$ cat src/sv/coincidence_time_histogram_unit_assert.svh
// Assertion macros shared by the coincidence time histogram RTL.
// Depends on nothing; files that check their logic include this header.
`ifndef COINCIDENCE_TIME_HISTOGRAM_UNIT_ASSERT_SVH
`define COINCIDENCE_TIME_HISTOGRAM_UNIT_ASSERT_SVH

// The consequent must hold in the same cycle as the antecedent.
`define CTH_ASSERT_SAME(label, clk, rst_n, ante, cons, msg) \
    label: assert property (@(posedge clk) disable iff (!(rst_n)) (ante) |-> (cons)) \
        else $error(msg);

// The consequent must hold in the cycle after the antecedent.
`define CTH_ASSERT_NEXT(label, clk, rst_n, ante, cons, msg) \
    label: assert property (@(posedge clk) disable iff (!(rst_n)) (ante) |=> (cons)) \
        else $error(msg);

`endif

$ cat src/sv/cth_pkg.sv
// Package for the coincidence time histogram unit: sizes, codes, types and
// the bin address function. Used by the sequencer and the top level.
package cth_pkg;

    localparam int REF_DEPTH = 256;
    localparam int CHANNELS  = 8;
    localparam int BINS      = 2048;

    localparam int FUNC_W     = 3;
    localparam int TS_W       = 32;
    localparam int TICK_W     = 12;
    localparam int CH_W       = 3;
    localparam int BIN_W      = 11;
    localparam int VAL_W      = 32;
    localparam int WIN_W      = 24;
    localparam int SHIFT_W    = 5;
    localparam int CFG_IDX_W  = 2;
    localparam int CFG_DATA_W = 24;
    localparam int T_W        = TS_W + TICK_W;
    localparam int DT_W       = T_W + 1;

    localparam int REF_AW        = $clog2(REF_DEPTH);
    localparam int CNT_W         = $clog2(REF_DEPTH + 1);
    localparam int BIN_MEM_DEPTH = CHANNELS * BINS;
    localparam int BIN_MEM_AW    = $clog2(BIN_MEM_DEPTH);

    localparam logic [TICK_W-1:0]  REF_TICK_RST  = TICK_W'(16);
    localparam logic [WIN_W-1:0]   WIN_LOW_RST   = WIN_W'(-320000);
    localparam logic [WIN_W-1:0]   WIN_HIGH_RST  = WIN_W'(320000);
    localparam logic [SHIFT_W-1:0] BIN_SHIFT_RST = SHIFT_W'(9);

    typedef enum logic [FUNC_W-1:0] {
        F_CLR_REFS = 3'd0,
        F_LOAD_REF = 3'd1,
        F_RESTART  = 3'd2,
        F_PULSE    = 3'd3,
        F_READ_BIN = 3'd4,
        F_CLR_BIN  = 3'd5
    } t_func;

    typedef enum logic [CFG_IDX_W-1:0] {
        CFG_REF_TICK  = 2'd0,
        CFG_WIN_LOW   = 2'd1,
        CFG_WIN_HIGH  = 2'd2,
        CFG_BIN_SHIFT = 2'd3
    } t_cfg_idx;

    typedef struct packed {
        logic [TICK_W-1:0]  ref_tick;
        logic [WIN_W-1:0]   window_low;
        logic [WIN_W-1:0]   window_high;
        logic [SHIFT_W-1:0] bin_shift;
    } t_cfg;

    typedef struct packed {
        logic              we;
        logic              re;
        logic [REF_AW-1:0] addr;
        logic [T_W-1:0]    wdata;
    } t_ref_req;

    typedef struct packed {
        logic                  we;
        logic                  re;
        logic [BIN_MEM_AW-1:0] addr;
        logic [VAL_W-1:0]      wdata;
    } t_bin_req;

    function automatic logic [BIN_MEM_AW-1:0] bin_addr(input logic [CH_W-1:0] ch,
                                                       input logic [WIN_W-1:0] idx);
        bin_addr = BIN_MEM_AW'(ch) * BIN_MEM_AW'(BINS) + BIN_MEM_AW'(idx);
    endfunction

endpackage

$ cat src/sv/cth_seq.sv
// Command sequencer of the coincidence time histogram unit: reference loads,
// the reference walk and the bin read-modify-write. Depends on cth_pkg.
`include "coincidence_time_histogram_unit_assert.svh"

module cth_seq (
    input  logic                         i_clk,
    input  logic                         i_rst_n,
    input  logic                         i_start,
    output logic                         o_busy,
    input  logic [cth_pkg::FUNC_W-1:0]   i_func,
    input  logic [cth_pkg::TS_W-1:0]     i_timestamp,
    input  logic [cth_pkg::TICK_W-1:0]   i_tick,
    input  logic [cth_pkg::CH_W-1:0]     i_channel,
    input  logic [cth_pkg::BIN_W-1:0]    i_bin,
    input  cth_pkg::t_cfg                i_cfg,
    output cth_pkg::t_ref_req            o_ref_req,
    input  logic [cth_pkg::T_W-1:0]      i_ref_rdata,
    output cth_pkg::t_bin_req            o_bin_req,
    input  logic [cth_pkg::VAL_W-1:0]    i_bin_rdata,
    output logic                         o_done,
    output logic [cth_pkg::VAL_W-1:0]    o_value,
    output logic                         o_flag
);

    typedef enum logic [9:0] {
        S_CLR  = 10'b0000000001,
        S_IDLE = 10'b0000000010,
        S_EXEC = 10'b0000000100,
        S_LDWR = 10'b0000001000,
        S_WRD  = 10'b0000010000,
        S_WDIF = 10'b0000100000,
        S_WCMP = 10'b0001000000,
        S_WBIN = 10'b0010000000,
        S_WINC = 10'b0100000000,
        S_RDW  = 10'b1000000000
    } t_state;

    t_state                             r_state, n_state;
    logic [cth_pkg::BIN_MEM_AW-1:0]     r_clr_addr, n_clr_addr;
    logic [cth_pkg::CNT_W-1:0]          r_ref_count, n_ref_count;
    logic [cth_pkg::CNT_W-1:0]          r_scan, n_scan;
    logic                               r_done, n_done;

    cth_pkg::t_func                     r_func, n_func;
    logic [cth_pkg::TS_W-1:0]           r_ts, n_ts;
    logic [cth_pkg::TICK_W-1:0]         r_tick, n_tick;
    logic [cth_pkg::CH_W-1:0]           r_ch, n_ch;
    logic [cth_pkg::WIN_W-1:0]          r_idx, n_idx;
    logic [cth_pkg::T_W-1:0]            r_t, n_t;
    logic [cth_pkg::DT_W-1:0]           r_dt, n_dt;
    logic [cth_pkg::CNT_W-1:0]          r_j, n_j;
    logic [cth_pkg::CNT_W-1:0]          r_fills, n_fills;
    logic                               r_pflag, n_pflag;
    logic [cth_pkg::VAL_W-1:0]          r_value, n_value;
    logic                               r_oflag, n_oflag;

    logic [cth_pkg::DT_W-1:0]           wl_ext;
    logic [cth_pkg::DT_W-1:0]           wh_ext;
    logic                               below_low;
    logic                               below_high;
    logic [cth_pkg::WIN_W-1:0]          offset;
    logic                               ch_ok;
    logic                               bin_ok;
    logic [cth_pkg::TICK_W-1:0]         mult;

    assign wl_ext = {{(cth_pkg::DT_W - cth_pkg::WIN_W){i_cfg.window_low[cth_pkg::WIN_W-1]}},
                     i_cfg.window_low};
    assign wh_ext = {{(cth_pkg::DT_W - cth_pkg::WIN_W){i_cfg.window_high[cth_pkg::WIN_W-1]}},
                     i_cfg.window_high};
    assign below_low  = $signed(r_dt) < $signed(wl_ext);
    assign below_high = $signed(r_dt) < $signed(wh_ext);
    assign offset     = r_dt[cth_pkg::WIN_W-1:0] - i_cfg.window_low;
    assign ch_ok      = int'(r_ch) < cth_pkg::CHANNELS;
    assign bin_ok     = r_idx < cth_pkg::WIN_W'(cth_pkg::BINS);
    assign mult       = (r_func == cth_pkg::F_LOAD_REF) ? i_cfg.ref_tick : r_tick;

    always_comb begin
        n_state     = r_state;
        n_clr_addr  = r_clr_addr;
        n_ref_count = r_ref_count;
        n_scan      = r_scan;
        n_done      = 1'b0;
        n_func      = r_func;
        n_ts        = r_ts;
        n_tick      = r_tick;
        n_ch        = r_ch;
        n_idx       = r_idx;
        n_t         = r_t;
        n_dt        = r_dt;
        n_j         = r_j;
        n_fills     = r_fills;
        n_pflag     = r_pflag;
        n_value     = r_value;
        n_oflag     = r_oflag;

        o_ref_req       = '0;
        o_ref_req.addr  = r_j[cth_pkg::REF_AW-1:0];
        o_ref_req.wdata = r_t;
        o_bin_req       = '0;
        o_bin_req.addr  = cth_pkg::bin_addr(r_ch, r_idx);

        case (r_state)
            S_CLR: begin
                o_bin_req.we   = 1'b1;
                o_bin_req.addr = r_clr_addr;
                n_clr_addr     = r_clr_addr + 1'b1;
                if (r_clr_addr == cth_pkg::BIN_MEM_AW'(cth_pkg::BIN_MEM_DEPTH - 1)) begin
                    n_state = S_IDLE;
                end
            end
            S_IDLE: begin
                if (i_start) begin
                    n_func  = cth_pkg::t_func'(i_func);
                    n_ts    = i_timestamp;
                    n_tick  = i_tick;
                    n_ch    = i_channel;
                    n_idx   = cth_pkg::WIN_W'(i_bin);
                    n_state = S_EXEC;
                end
            end
            S_EXEC: begin
                n_t     = cth_pkg::T_W'(r_ts) * cth_pkg::T_W'(mult);
                n_value = cth_pkg::VAL_W'(r_ref_count);
                n_oflag = 1'b0;
                case (r_func)
                    cth_pkg::F_CLR_REFS: begin
                        n_ref_count = '0;
                        n_scan      = '0;
                        n_value     = '0;
                        n_done      = 1'b1;
                        n_state     = S_IDLE;
                    end
                    cth_pkg::F_LOAD_REF: begin
                        n_state = S_LDWR;
                    end
                    cth_pkg::F_RESTART: begin
                        n_scan  = '0;
                        n_done  = 1'b1;
                        n_state = S_IDLE;
                    end
                    cth_pkg::F_PULSE: begin
                        if (ch_ok) begin
                            n_j     = r_scan;
                            n_fills = '0;
                            n_pflag = 1'b0;
                            n_state = S_WRD;
                        end else begin
                            n_value = '0;
                            n_done  = 1'b1;
                            n_state = S_IDLE;
                        end
                    end
                    cth_pkg::F_READ_BIN: begin
                        if (ch_ok && bin_ok) begin
                            o_bin_req.re = 1'b1;
                            n_state      = S_RDW;
                        end else begin
                            n_value = '0;
                            n_done  = 1'b1;
                            n_state = S_IDLE;
                        end
                    end
                    cth_pkg::F_CLR_BIN: begin
                        o_bin_req.we = ch_ok && bin_ok;
                        n_done       = 1'b1;
                        n_state      = S_IDLE;
                    end
                    default: begin
                        n_done  = 1'b1;
                        n_state = S_IDLE;
                    end
                endcase
            end
            S_LDWR: begin
                if (r_ref_count < cth_pkg::CNT_W'(cth_pkg::REF_DEPTH)) begin
                    o_ref_req.we   = 1'b1;
                    o_ref_req.addr = r_ref_count[cth_pkg::REF_AW-1:0];
                    n_ref_count    = r_ref_count + 1'b1;
                    n_value        = cth_pkg::VAL_W'(n_ref_count);
                end else begin
                    n_oflag = 1'b1;
                end
                n_done  = 1'b1;
                n_state = S_IDLE;
            end
            S_WRD: begin
                if (r_j < r_ref_count) begin
                    o_ref_req.re = 1'b1;
                    n_state      = S_WDIF;
                end else begin
                    n_value = cth_pkg::VAL_W'(r_fills);
                    n_oflag = r_pflag;
                    n_done  = 1'b1;
                    n_state = S_IDLE;
                end
            end
            S_WDIF: begin
                n_dt    = {1'b0, r_t} - {1'b0, i_ref_rdata};
                n_state = S_WCMP;
            end
            S_WCMP: begin
                if (below_low) begin
                    n_value = cth_pkg::VAL_W'(r_fills);
                    n_oflag = r_pflag;
                    n_done  = 1'b1;
                    n_state = S_IDLE;
                end else if (below_high) begin
                    n_idx   = offset >> i_cfg.bin_shift;
                    n_state = S_WBIN;
                end else begin
                    n_scan  = r_scan + 1'b1;
                    n_j     = r_j + 1'b1;
                    n_state = S_WRD;
                end
            end
            S_WBIN: begin
                if (bin_ok) begin
                    o_bin_req.re = 1'b1;
                    n_state      = S_WINC;
                end else begin
                    n_pflag = 1'b1;
                    n_j     = r_j + 1'b1;
                    n_state = S_WRD;
                end
            end
            S_WINC: begin
                if (i_bin_rdata == '1) begin
                    n_pflag = 1'b1;
                end else begin
                    o_bin_req.we    = 1'b1;
                    o_bin_req.wdata = i_bin_rdata + 1'b1;
                end
                n_fills = r_fills + 1'b1;
                n_j     = r_j + 1'b1;
                n_state = S_WRD;
            end
            S_RDW: begin
                n_value = i_bin_rdata;
                n_done  = 1'b1;
                n_state = S_IDLE;
            end
            default: begin
                n_state = S_IDLE;
            end
        endcase
    end

    always_ff @(posedge i_clk) begin
        if (!i_rst_n) begin
            r_state     <= S_CLR;
            r_clr_addr  <= '0;
            r_ref_count <= '0;
            r_scan      <= '0;
            r_done      <= 1'b0;
        end else begin
            r_state     <= n_state;
            r_clr_addr  <= n_clr_addr;
            r_ref_count <= n_ref_count;
            r_scan      <= n_scan;
            r_done      <= n_done;
        end
    end

    always_ff @(posedge i_clk) begin
        r_func  <= n_func;
        r_ts    <= n_ts;
        r_tick  <= n_tick;
        r_ch    <= n_ch;
        r_idx   <= n_idx;
        r_t     <= n_t;
        r_dt    <= n_dt;
        r_j     <= n_j;
        r_fills <= n_fills;
        r_pflag <= n_pflag;
        r_value <= n_value;
        r_oflag <= n_oflag;
    end

    assign o_busy  = (r_state != S_IDLE);
    assign o_done  = r_done;
    assign o_value = r_value;
    assign o_flag  = r_oflag;

    `CTH_ASSERT_NEXT(a_accept_busy, i_clk, i_rst_n, i_start && !o_busy, o_busy, "accepted item did not raise busy")
    `CTH_ASSERT_SAME(a_done_idle, i_clk, i_rst_n, r_done, r_state == S_IDLE, "result strobe outside idle")
    `CTH_ASSERT_SAME(a_walk_order, i_clk, i_rst_n, (r_state == S_WRD) || (r_state == S_WCMP), (r_scan <= r_j) && (r_j <= r_ref_count), "walk index outside window start and count")
    `CTH_ASSERT_SAME(a_ref_wr_room, i_clk, i_rst_n, o_ref_req.we, r_ref_count < cth_pkg::CNT_W'(cth_pkg::REF_DEPTH), "reference written into a full store")
    `CTH_ASSERT_SAME(a_bin_wr_state, i_clk, i_rst_n, o_bin_req.we, (r_state == S_CLR) || (r_state == S_EXEC) || (r_state == S_WINC), "bin written outside clear or update")

endmodule

$ cat config.mk
export PLATFORM = sky130hd
export DESIGN_NAME = cth_seq
export DESIGN_NICKNAME = d
export VERILOG_FILES = /design/src/sv/cth_pkg.sv /design/src/sv/cth_seq.sv
export VERILOG_INCLUDE_DIRS = /design/src /design/src/sv
export SDC_FILE = /design/constraint.sdc
export NUM_CORES = 2
export LEC_CHECK = 0
export ABC_AREA = 1
export ABC_CLOCK_PERIOD_IN_PS = 6400
export BUFFER_PORTS_ARGS = -buffer_cell sky130_fd_sc_hd__buf_2
export CAP_MARGIN = 40
export CORE_AREA = 2 2 283 285
export CTS_CLUSTER_SIZE = 28
export DETAILED_ROUTE_END_ITERATION = 10
export DIE_AREA = 0 0 285 287
export PLACE_DENSITY = 0.69
export SLEW_MARGIN = 20
export SYNTH_ARGS = -nofsm -noshare
export SYNTH_HDL_FRONTEND = slang
export SYNTH_SLANG_ARGS = --single-unit
$ cat constraint.sdc
create_clock -name i_clk -period 6.4 [get_ports i_clk]
set_input_delay 1.28 -clock i_clk [delete_from_list [all_inputs] [get_ports i_clk]]
set_output_delay 1.28 -clock i_clk [all_outputs]
set_load 0.1 [all_outputs]
# After elaboration in Yosys (flattened, before gate mapping)
# Index checks and enable logic that the tools add are counted.
totals:
  regBits: 258
  in_bits: 205
  output_inout_bits: 137
  elab_cells: 149
op_classes:
  addsub: 9
  n_mul: 1
  order_cmp: 5
  n_eq_ne: 32
  shifts: 1
  mux: 62
  reduce_logical: 22
ops:
  columns: ["op", "n"]
  rows:
  - ["two-way mux 32 bit", 5]
  - ["case mux 32 bit (5 select lines)", 1]
  - ["two-way mux 9 bit", 12]
  - ["< comparator 45 x 24 -> 1 bit", 2]
  - ["case mux 10 bit (8 select lines)", 1]
  - ["two-way mux 24 bit", 3]
  - ["case mux 9 bit (2 select lines)", 4]
  - ["case mux 24 bit (2 select lines)", 1]
  - ["subtractor 44 x 44 -> 45 bit", 1]
  - ["multiplier 32 x 12 -> 44 bit", 1]
  - ["adder 9 x 1 -> 9 bit (second input constant)", 4]
  - ["case mux 9 bit (4 select lines)", 1]
  - ["adder 32 x 1 -> 32 bit (second input constant)", 1]
  - ["== test 32 bit (second input constant)", 1]
  - ["two-way mux 8 bit", 4]
  - ["two-way mux 10 bit", 3]
  - ["case mux 10 bit (3 select lines)", 1]
  - ["< comparator 24 x 12 -> 1 bit (second input constant)", 1]
  - ["inequality test 2 bit (second input constant)", 12]
  - ["right shift 24 x 5 -> 24 bit", 1]
  - ["subtractor 24 bit", 1]
  - ["AND reduction 4 bit", 5]
  - ["two-way mux 1 bit", 17]
  - ["adder 14 x 1 -> 14 bit (second input constant)", 1]
  - ["other kinds (34)", 48]

# Depth between registers and ports, before layout
depth:
  ltp_word: 5
  depth_mapped: 32
  depth_no_buf: 30

# Worst setup path before layout
# Ideal clock, no wire load.
synth_timing:
  kind: "in2reg"
  startpoint: "input i_cfg[57] (netlist bit)"
  endpoint: "register r_t[42] (netlist bit), data pin"
  setup_time_ps: 265
  arrival_ps: 6232
  t_required_ps: 6135
  path_slack_ps: -97
  cell_stages: 24
  n_path_buf: 2
  cell_sequence: "o21ai_0 -> inv_1 -> buf_2 -> buf_2 -> nand2_1 -> fa_1 -> fa_1 -> inv_1 -> fa_1 -> fa_1 -> inv_1 -> fa_1 -> inv_1 -> ha_1 -> nand2_1 -> nor2_1 -> nand4_1 -> or2_2 -> nand3_1 -> nand2_1 -> nand2_1 -> a21oi_1 -> o21ai_0 -> xor2_1"
synth_between:
  elab_chain_cells: 2
synth_rtl:
  columns: ["item", "line_no", "text"]
  rows:
  - ["start: declaration", "cth_seq.sv:15", "input cth_pkg::t_cfg i_cfg,"]
  - ["two-way mux 12 bit", "cth_seq.sv:75", "assign mult = (r_func == cth_pkg::F_LOAD_REF) ? i_cfg.ref_tick : r_tick;"]
  - ["multiplier 32 x 12 -> 44 bit", "cth_seq.sv:122", "n_t = cth_pkg::T_W'(r_ts) * cth_pkg::T_W'(mult);"]
  - ["end signal: assignment", "cth_seq.sv:270", "r_t <= n_t;"]
  - ["end: declaration", "cth_seq.sv:49", "logic [cth_pkg::T_W-1:0] r_t, n_t;"]
# Every way passes these cells.
# A chain may end at the register's enable or synchronous reset.

# Worst setup path in the final report
layout_timing:
  startpoint: "register r_func[0]"
  endpoint: "register r_t[40] (netlist bit), data pin"
layout_between:
  elab_chain_cells: 3
layout_rtl:
  columns: ["item", "line_no", "text"]
  rows:
  - ["start: declaration", "cth_seq.sv:44", "cth_pkg::t_func r_func, n_func;"]
  - ["start signal: assignment", "cth_seq.sv:265", "r_func <= n_func;"]
  - ["== test 3 x 1 -> 1 bit", "cth_seq.sv:75", null]
  - ["two-way mux 12 bit", "cth_seq.sv:75", null]
  - ["multiplier 32 x 12 -> 44 bit", "cth_seq.sv:122", null]
# Every way passes these cells.

==> results_dict.tcl <==
set metrics [dict create \
    grtUsageTotal 0.238 \
    ant_nets 0 \
    start_util 0.388 \
    skew_ns 0.0249 \
    io_pins 342 \
    syn_nets 4743 \
    wl_per_cell_um 17.6 \
    clock_path_buffers 3 \
    yosys_warnings 0 \
    endpoint_kind "flop" \
    switching_share 0.385 \
    drive_gt1_frac 0.193 \
    power_frac_clock 0.254 \
    slowest_delay_ns 0.56 \
    power.share.sequential 0.244 \
    finalHoldViolCount 0 \
    grt_pass1_vias 28500 \
    fp.dieH_um 287 \
    layout_setup_ws_ns -0.117 \
    finalSetupViolCount 7 \
    grt_max_degree 48 \
    post-route-drc-count 0 \
    fp-row-count 103 \
    ir_worst_vdd_v 0.000174 \
    die-width_um 285 \
    area_growth_pct 22.8 \
    slew_viol_final 0 \
    synthTopCellsByArea "edfxtp_1 21%, fa_1 20%, nand2_1 11%" \
    synth-async-reset-ratio 0 \
    drt_iter0_markers 2134 \
    syn_area_um2 30500 \
    power_density_nw_per_um2 211 \
    via_count 28300 \
    synth_cell_types 60 \
    period_minus_slack_ns 6.52 \
    ys_seq_elements 258 \
    power_frac_comb 0.501 \
    gp_congestion 0.972 \
    totalWireLength_um 99100 \
    synth_ff_type "edfxtp_1" \
    antenna_found_initial 2 \
    cts.reportedPaths.clkPinSlew_ns 0.06 \
    crit_start "r_func[0]" \
    r2r_cells 29 \
    rsz0062_at_grt "true" \
    clk_latency_ns 0.58 \
    holdBufCountCts 0 \
    hp-start "r_clr_addr[13]" \
    crit_path_start_kind "flop" \
    fp.dieArea_um2 81800 \
    cts_sinks 258 \
    yosys.area.top_type_share 0.212 \
    ys_seq_area_frac 0.240 \
    vias_per_cell 5.04 \
    critPathMostFrequentCell "fa_1" \
    core_area_um2 78600 \
    hold_class "reg -> reg" \
    fmax_ghz 0.153 \
    hold_ws_ns 0.497 \
    worst_pin_slew_ns 0.837 \
    syn_area_per_cell_um2 7.62 \
    h-tree-depth 2 \
    p_leak_nw 18.5 \
    crit_arrival_ns 6.83 \
    cp.required_ns 6.71 \
    yosys.area.top_type "edfxtp_1" \
    fin_util 0.477 \
    final_nets 5275 \
    p_switching_mw 3.04 \
    slowest_stage "fa_1" \
    dp_hpwl_um 80800 \
    worstSetupPathType "reg -> reg" \
    min_path_cells 2 \
    critPathMaxFanout 12 \
    timing.rr.start "r_func[0]" \
    cts-root-buf "clkbuf_16" \
    synthCells 4005 \
    numCtsBuffers 36 \
    first_pass_iters 6 \
    cts_tree "built" \
    port-buffer-count 341 \
    synth-edff-count 215 \
    slew-limit-headroom 0.439 \
    min_period_over_period 1.02 \
    grt_overflow_total 0 \
    grt_pass1_wl_um 153000 \
    maxCapViolCount 0 \
    violations "setup timing" \
    internal_power_mw 4.86 \
    status "complete, but fails checks" \
]
[power groups by stage]
stage / clock, mW / sequential, mW / combinational, mW
2_1_floorplan: 0 / 1.96 / 1.82
3_3_place_gp: 0 / 1.97 / 3.12
3_5_place_dp: 0 / 1.97 / 3.16
4_1_cts: 2.07 / 1.93 / 3.53
5_1_grt: 2.13 / 1.93 / 4.32
6_report: 2.01 / 1.93 / 3.96
[cell usage after synthesis, types with 18 or more instances]
library cell,n
nand2_1,933
inv_1,819
nor2_1,391
fa_1,303
ha_1,230
a21oi_1,224
edfxtp_1,215
nand3_1,197
o21ai_0,136
xor2_1,71
nor3_1,51
clkbuf_1,47
dfxtp_1,43
nand4_1,43
xnor2_1,39
buf_1,34
a31oi_1,26
o21a_1,20
or2_2,19
nor4_1,18
[repair_timing]
item,4_1_cts,5_1_grt
pin swaps,48,36
setup buffers,19,8
gates cloned,1,1
gates resized for setup,122,112
setup endpoints to repair,29,32
[per-stage QoR]
step                      setup TNS, ns  power [mW]  std cells  worst slack (ns)  area, µm²
after CTS                        -0.412        7.53       5605            -0.119      36900
after detailed placement         -10.22        5.12       5519            -0.707      35000
final                            -0.544        7.90       5616            -0.117      37500
after floorplan                       0        3.78       4005           0.00331      30500
after global placement            -8.21        5.09       5518            -0.751      35000
after global routing              -4.00        8.38       5616            -0.352      37500
[cell type report]
| cell class | count | area, µm² |
|---|---|---|
| Fill cell | 7686 | 41100 |
| Multi-Input combinational cell | 2818 | 20700 |
| Tap cell | 1050 | 1310 |
| Antenna cell | 1 | 2.50 |
| Inverter | 834 | 3150 |
| Clock buffer | 39 | 912 |
| Clock inverter | 27 | 269 |
| Timing Repair Buffer | 589 | 3820 |
| Sequential cell | 258 | 7320 |
[logic make-up after synthesis]
logic type / synth area share
xor+xnor: 0.0316
compound gates: 0.0877
simple gates: 0.232
flops: 0.240
fa+ha+maj: 0.293
buf+inv: 0.115
[registers in the layout, indices dropped and copies added (netlist names)]
signal / count
r_pflag: 1
o_done: 1
r_t: 44
r_fills: 9
r_dt: 45
r_j: 9
r_idx: 24
r_tick: 12
r_clr_addr: 14
r_func: 3
r_ref_count: 9
o_flag: 1
r_scan: 9
r_ts: 32
r_ch: 3
r_state: 10
o_value: 32
[final timing paths]
path	endpoint	slack, ns
setup / recovery	r_t[40]	-0.12
hold / removal	r_clr_addr[13]	0.50
setup reg to reg	r_t[40]	-0.12
hold reg to reg	r_clr_addr[13]	0.50
[placed cells by master (no fill, tap or decap), types with 37 or more instances in the layout]
master	synthesis	layout
inv_1	819	802
nor2_1	391	363
clkbuf_16	0	37
buf_2	11	341
edfxtp_1	215	215
nor3_1	51	49
buf_4	2	222
xnor2_1	39	38
nand4_1	43	43
nand2_1	933	900
o21ai_0	136	116
dfxtp_1	43	43
nand3_1	197	192
ha_1	230	205
xor2_1	71	71
a21oi_1	224	199
fa_1	303	301
[critical path: cells and delay by family, from the launching register on]
kind                       cells  cell delay (ns)
and+or+nand+nor               10             1.52
xor gates and xnor gates       1             0.06
adders and majority gates      6             2.91
DFF                            1             0.43
AOI/OAI and AO/OA              1             0.13
buffers and inverters         11             1.18
[layer usage]
layer / vias up / part of all wire / track usage
met2: 1012 / 0.48 / 0.412
met1: 13400 / 0.40 / 0.291
met5: - / 0 / 0
met3: 208 / 0.073 / 0.0476
met4: 0 / 0.047 / 0.0976
li1: 13700 / - / -
No activity file was read; power rests on OpenSTA's default activity.
